--- src/design/psi_pkg.sv ---
`timescale 1ns / 1ps

package psi_pkg;

    localparam int CFG_IDX_W  = 3;
    localparam int CFG_DATA_W = 32;

    localparam logic [CFG_IDX_W-1:0] REG_GRID_STEP      = 3'd0;
    localparam logic [CFG_IDX_W-1:0] REG_INV_GRID_STEP  = 3'd1;
    localparam logic [CFG_IDX_W-1:0] REG_BOUNDARY_LEFT  = 3'd2;
    localparam logic [CFG_IDX_W-1:0] REG_BOUNDARY_RIGHT = 3'd3;
    localparam logic [CFG_IDX_W-1:0] REG_DOMAIN_START   = 3'd4;
    localparam logic [CFG_IDX_W-1:0] REG_INTERIOR_COUNT = 3'd5;

    localparam logic [1:0] CMD_LOAD  = 2'd0;
    localparam logic [1:0] CMD_SOLVE = 2'd1;
    localparam logic [1:0] CMD_EVAL  = 2'd2;
    localparam logic [1:0] CMD_RSVD  = 2'd3;

    typedef enum logic [25:0] {
        S_IDLE = 26'h0000001,
        S_H2M  = 26'h0000002,
        S_H2R  = 26'h0000004,
        S_FRD  = 26'h0000008,
        S_FMUL = 26'h0000010,
        S_FD   = 26'h0000020,
        S_FB   = 26'h0000040,
        S_FV   = 26'h0000080,
        S_FN   = 26'h0000100,
        S_FDS  = 26'h0000200,
        S_FDW  = 26'h0000400,
        S_FW   = 26'h0000800,
        S_BRD  = 26'h0001000,
        S_BN   = 26'h0002000,
        S_BDS  = 26'h0004000,
        S_BDW  = 26'h0008000,
        S_BW   = 26'h0010000,
        S_ES   = 26'h0020000,
        S_EM   = 26'h0040000,
        S_EI   = 26'h0080000,
        S_ERA  = 26'h0100000,
        S_ERB  = 26'h0200000,
        S_ED   = 26'h0400000,
        S_EP   = 26'h0800000,
        S_EF   = 26'h1000000,
        S_OUT  = 26'h2000000
    } t_state;

    typedef enum logic [1:0] {
        CLS_LEFT   = 2'd0,
        CLS_RIGHT  = 2'd1,
        CLS_NODE   = 2'd2,
        CLS_INTERP = 2'd3
    } t_cls;

    typedef struct packed {
        t_state step;
        logic   accept;
    } t_cmd;

    typedef struct packed {
        logic k_last;
        logic k_one;
        logic div_done;
        t_cls cls;
        logic out_free;
    } t_stat;

endpackage

--- src/design/psi_ctrl.sv ---
`timescale 1ns / 1ps

module psi_ctrl (
    input  logic           i_clk,
    input  logic           i_rst_n,
    input  logic           i_valid,
    input  logic [1:0]     i_command,
    input  psi_pkg::t_stat i_stat,
    output logic           o_ready,
    output psi_pkg::t_cmd  o_cmd
);
    psi_pkg::t_state r_state;
    psi_pkg::t_state n_state;
    logic            n_accept;

    assign o_ready  = (r_state == psi_pkg::S_IDLE);
    assign n_accept = o_ready && i_valid;

    always_comb begin
        n_state = r_state;
        case (r_state)
            psi_pkg::S_IDLE: begin
                if (i_valid) begin
                    case (i_command)
                        psi_pkg::CMD_SOLVE: n_state = psi_pkg::S_H2M;
                        psi_pkg::CMD_EVAL:  n_state = psi_pkg::S_ES;
                        default:            n_state = psi_pkg::S_IDLE;
                    endcase
                end
            end
            psi_pkg::S_H2M:  n_state = psi_pkg::S_H2R;
            psi_pkg::S_H2R:  n_state = psi_pkg::S_FRD;
            psi_pkg::S_FRD:  n_state = psi_pkg::S_FMUL;
            psi_pkg::S_FMUL: n_state = psi_pkg::S_FD;
            psi_pkg::S_FD:   n_state = psi_pkg::S_FB;
            psi_pkg::S_FB:   n_state = psi_pkg::S_FV;
            psi_pkg::S_FV:   n_state = psi_pkg::S_FN;
            psi_pkg::S_FN:   n_state = psi_pkg::S_FDS;
            psi_pkg::S_FDS:  n_state = psi_pkg::S_FDW;
            psi_pkg::S_FDW: begin
                if (i_stat.div_done) n_state = psi_pkg::S_FW;
            end
            psi_pkg::S_FW: begin
                n_state = i_stat.k_last ? psi_pkg::S_BRD : psi_pkg::S_FRD;
            end
            psi_pkg::S_BRD:  n_state = psi_pkg::S_BN;
            psi_pkg::S_BN:   n_state = psi_pkg::S_BDS;
            psi_pkg::S_BDS:  n_state = psi_pkg::S_BDW;
            psi_pkg::S_BDW: begin
                if (i_stat.div_done) n_state = psi_pkg::S_BW;
            end
            psi_pkg::S_BW: begin
                n_state = i_stat.k_one ? psi_pkg::S_OUT : psi_pkg::S_BRD;
            end
            psi_pkg::S_ES:   n_state = psi_pkg::S_EM;
            psi_pkg::S_EM:   n_state = psi_pkg::S_EI;
            psi_pkg::S_EI: begin
                if (i_stat.cls == psi_pkg::CLS_LEFT || i_stat.cls == psi_pkg::CLS_RIGHT) begin
                    n_state = psi_pkg::S_OUT;
                end else begin
                    n_state = psi_pkg::S_ERA;
                end
            end
            psi_pkg::S_ERA:  n_state = psi_pkg::S_ERB;
            psi_pkg::S_ERB:  n_state = psi_pkg::S_ED;
            psi_pkg::S_ED: begin
                n_state = (i_stat.cls == psi_pkg::CLS_NODE) ? psi_pkg::S_OUT : psi_pkg::S_EP;
            end
            psi_pkg::S_EP:   n_state = psi_pkg::S_EF;
            psi_pkg::S_EF:   n_state = psi_pkg::S_OUT;
            psi_pkg::S_OUT: begin
                if (i_stat.out_free) n_state = psi_pkg::S_IDLE;
            end
            default:         n_state = psi_pkg::S_IDLE;
        endcase
    end

    always_ff @(posedge i_clk) begin
        if (!i_rst_n) begin
            r_state <= psi_pkg::S_IDLE;
        end else begin
            r_state <= n_state;
        end
    end

    assign o_cmd.step   = r_state;
    assign o_cmd.accept = n_accept;
endmodule

--- config.mk ---
export PLATFORM = sky130hd
export DESIGN_NAME = psi_ctrl
export DESIGN_NICKNAME = d
export VERILOG_FILES = /design/src/design/psi_pkg.sv /design/src/design/psi_ctrl.sv
export SDC_FILE = /design/constraint.sdc
export NUM_CORES = 1
export LEC_CHECK = 0
export BUFFER_PORTS_ARGS = -buffer_cell sky130_fd_sc_hd__buf_2
export CORE_MARGIN = 5
export CORE_UTILIZATION = 55
export CTS_BUF_LIST = sky130_fd_sc_hd__clkbuf_16
export CTS_CLUSTER_SIZE = 24
export DETAILED_ROUTE_END_ITERATION = 8
export GPL_TIMING_DRIVEN = 0
export PLACE_DENSITY_LB_ADDON = 0.3
export REMOVE_ABC_BUFFERS = 1
export SETUP_SLACK_MARGIN = 0.1
export SLEW_MARGIN = 20
export SYNTH_ARGS = -nofsm -noshare
export SYNTH_HDL_FRONTEND = slang
export SYNTH_SLANG_ARGS = --single-unit
--- constraint.sdc ---
create_clock -name i_clk -period 7.1 [get_ports i_clk]
set_input_delay 0.71 -clock i_clk [delete_from_list [all_inputs] [get_ports i_clk]]
set_output_delay 0.71 -clock i_clk [all_outputs]
set_load 0.02 [all_outputs]
==> impl_metrics.yaml <==
setup_path:
  r2r_end: "r_state[22]"
  critPathMaxFanout: 9
  end_kind: "output pin"
  crit_type: "reg2out"
  critPathSlowestCell: "or4_4"
  crit_chain: "or3_1 > or4_4 > nor2_1 > and4b_1 > and2_1 > buf_2"
  r2r-start: "r_state[20]"
  cp-start-kind: "flip-flop"
  worstPathArrival_ns: 2.69
  crit_required_ns: 6.39
  ff2ff_path_depth: 6
  r2r_setup_slack_ns: 4.41
  crit_buf_inv: 1
  cp_num_cells: 6
  crit_family: "simple AND/OR/NAND/NOR gates"
  slowest_delay_ns: 0.59
placed_design:
  dp_hpwl_mm: 3.00
  pre_cts_ws_ns: 4.01
  gp_congestion: 0.923
  port_buffers: 38
cts:
  cts_buffers: 3
  root_buffer: "clkbuf_16"
  clk_pin_slew_worst_paths_ns: 0.06
  htreeDepth: 1
  cts_tree: "done"
  clk_latency_ns: 0.25
  cts.sinks: 26
  cts_hold_buf: 0
  cts_setup_buffers: 0
  clk_path_buf_depth: 2
  cts_resized: 0
logic_synthesis:
  yosysSeqAreaShare_pct: 32.3
  synth_area_um2: 1610
  synth-seq-cells: 26
  yosys_most_used_dff: "dfxtp_1"
  synth_compound_area_share_pct: 11.1
  async_flop_share_pct: 0
  syn_inst: 198
  synth_fa_ha_area_share_pct: 1.56
  synthSimpleGateAreaFrac_pct: 44.9
  synth_top_family_by_area: "simple AND/OR/NAND/NOR gates"
  muxShareOfSynthArea_pct: 1.24
  ys_warn_count: 0
  ys_types: 44
  synth-edff-count: 0
  synth_xor_area_share_pct: 3.27
  synth.avg_cell_area_um2: 8.13
min_path:
  whs_path_depth: 2
  min_from: "r_state[23]"
  hold_end: "r_state[24]"
  hp-class: "reg2reg"
sta:
  rsz0062_at_grt: "no"
  fmax_mhz: 294
  fin_crit_ns: 3.40
  slew_viol_final: 0
  hold_viol_final: 0
  tightest_slew_ns: 0.851
  setup_tns_ns: 0
  setup_viol: 0
  setup_ws_ns: 3.70
  slew_headroom_pct: 42.8
  period_share_pct: 47.9
  skew_ns: 0.00189
global_routing:
  grt_pass1_vias: 1443
  grt_pass1_wl_mm: 6.89
  grt_max_degree: 16
  grt_antenna_before_repair: 0
  grt_use_total_pct: 20.2
  grt-ovfl-total: 0
job:
  cap_violations: 0
finish:
  largest-register: "r_state"
  finalCoreUtilization_pct: 66.3
  seqCellArea_um2: 520
  drive_gt1_share_pct: 24.3
  n_antenna_cell: 0
  multi_input_area_um2: 1000
  largestRegisters: "r_state x26"
  area_growth_pct: 14.5
  largest_reg_flops: 26
  nFillCells: 244
  nNetsFinal: 241
power_and_ir_drop:
  p_clk_share_pct: 37.4
  power_density_nw_per_um2: 176
  p_seq_share_pct: 46.5
  intPower_mw: 0.242
  ir_drop_mv: 0.206
  p_switching_mw: 0.0829
  p_leak_nw: 0.803
  p_comb_share_pct: 16.1
  switching_share_pct: 25.5
drt:
  firstDrtPassIters: 4
  vias_per_cell: 6.39
  drc_errors: 0
  via_count: 1643
  ant_nets: 0
  drtIter0Drc: 111
  finalWirelength_mm: 4.21
  wl_per_cell_um: 16.4
run_status:
  status: "complete, no violations"
floorplanning:
  die_h_um: 64.1
  dieWidth_um: 64.1
  initial_utilization_pct: 57.8
  io_pins: 39
  core_area_um2: 2780
  rows: 19
  die_area_um2: 4110
==> how the worst max path moves through the flow <==
stage | from | to | slack, ns
floorplan | r_state[20] | o_cmd[0] | 4.04
global placement | r_state[20] | o_cmd[0] | 4.02
detailed placement | r_state[20] | o_cmd[0] | 4.01
CTS | r_state[20] | o_cmd[0] | 3.72
global route | r_state[5] | o_cmd[0] | 3.54
finish | r_state[20] | o_cmd[0] | 3.70
==> power groups by stage <==
stage | Clock, mW | Combinational (mW) | Sequential (mW)
after global routing | 0.130 | 0.0571 | 0.151
final | 0.121 | 0.0524 | 0.151
after CTS | 0.123 | 0.0516 | 0.151
after floorplan | 0 | 0.0337 | 0.155
after global placement | 0 | 0.0504 | 0.154
after detailed placement | 0 | 0.0508 | 0.154
==> area by class of cell <==
| class | instances | share of cell area [%] |
|---|---|---|
| clock buffer | 3 | 4.07 |
| multi-input combinational | 154 | 54.2 |
| inverter | 5 | 1.02 |
| timing repair buffer | 38 | 10.3 |
| sequential | 26 | 28.2 |
| tap | 31 | 2.10 |
==> layout by cell type (no fill, tap or decap), types with 2 or more instances in the layout <==
cell type,instances
and3_1,5
o2111ai_1,2
nand4_1,4
or3_4,2
and3b_1,3
nor3_1,11
nand2_1,10
nor2_1,16
or2_2,2
a21oi_1,4
or3_1,4
or4_1,5
o211ai_1,2
dfxtp_1,26
or4_4,4
ha_1,2
buf_2,38
nor4_1,19
inv_1,5
xor2_1,6
nand4b_1,4
nor2b_1,3
nor3b_1,2
nor4b_1,2
clkbuf_16,3
nand3_1,8
mux2i_1,2
nand2b_1,7
or4b_2,3
o21a_1,2
o21ai_0,9
==> per-layer routing <==
metal  up-vias  share of wire, %  GRT usage (%)
li1        814                 -              -
met1       752                46           29.3
met2        73                46           30.0
met3         4               8.0           5.08
met4         0              0.66           4.58
met5         -                 0              0
==> cell usage after synthesis (all sizes together) (2+ instances only) <==
cell type / instances / area, µm²
dfxtp: 26 / 521
nor4: 19 / 119
nor2: 16 / 60.1
nor3: 11 / 55.1
nand2: 10 / 37.5
nand3: 9 / 50.1
o21ai: 9 / 45.0
or4: 9 / 82.6
clkbuf: 8 / 30.0
nand2b: 7 / 43.8
or3: 6 / 47.5
xor2: 6 / 52.6
and3: 5 / 31.3
buf: 5 / 40.0
inv: 5 / 18.8
a21oi: 4 / 20.0
nand4: 4 / 25.0
nand4b: 4 / 35.0
and3b: 3 / 26.3
nor2b: 3 / 18.8
or4b: 3 / 30.0
ha: 2 / 25.0
mux2i: 2 / 20.0
nor3b: 2 / 15.0
nor4b: 2 / 17.5
o2111ai: 2 / 17.5
o211ai: 2 / 15.0
o21a: 2 / 15.0
or2: 2 / 12.5
==> through the flow <==
stage / power (mW) / std cells / hold slack [ns] / cell area [µm²]
2_1_floorplan: 0.189 / 185 / 0.553 / 1540
6_report: 0.325 / 257 / 0.509 / 1840
3_5_place_dp: 0.205 / 254 / 0.498 / 1770
5_1_grt: 0.339 / 257 / 0.553 / 1840
4_1_cts: 0.325 / 257 / 0.506 / 1840
3_3_place_gp: 0.204 / 254 / 0.506 / 1770
==> worst reg2reg max path, delay by kind of cell, from the launching register on <==
kind,cells,cell delay (ns)
flip-flops,1,0.39
AND/OR/NAND/NOR,6,2.21
==> kinds of logic after synthesis <==
kind of cell	Yosys count
XOR/XNOR	6
AO/OA/AOI/OAI	27
adder cells (fa/ha/maj)	2
multiplexers	2
AND/OR/NAND/NOR	117
buffers and inverters	18
flip-flops	26
Power figures use the tool's default switching activity.
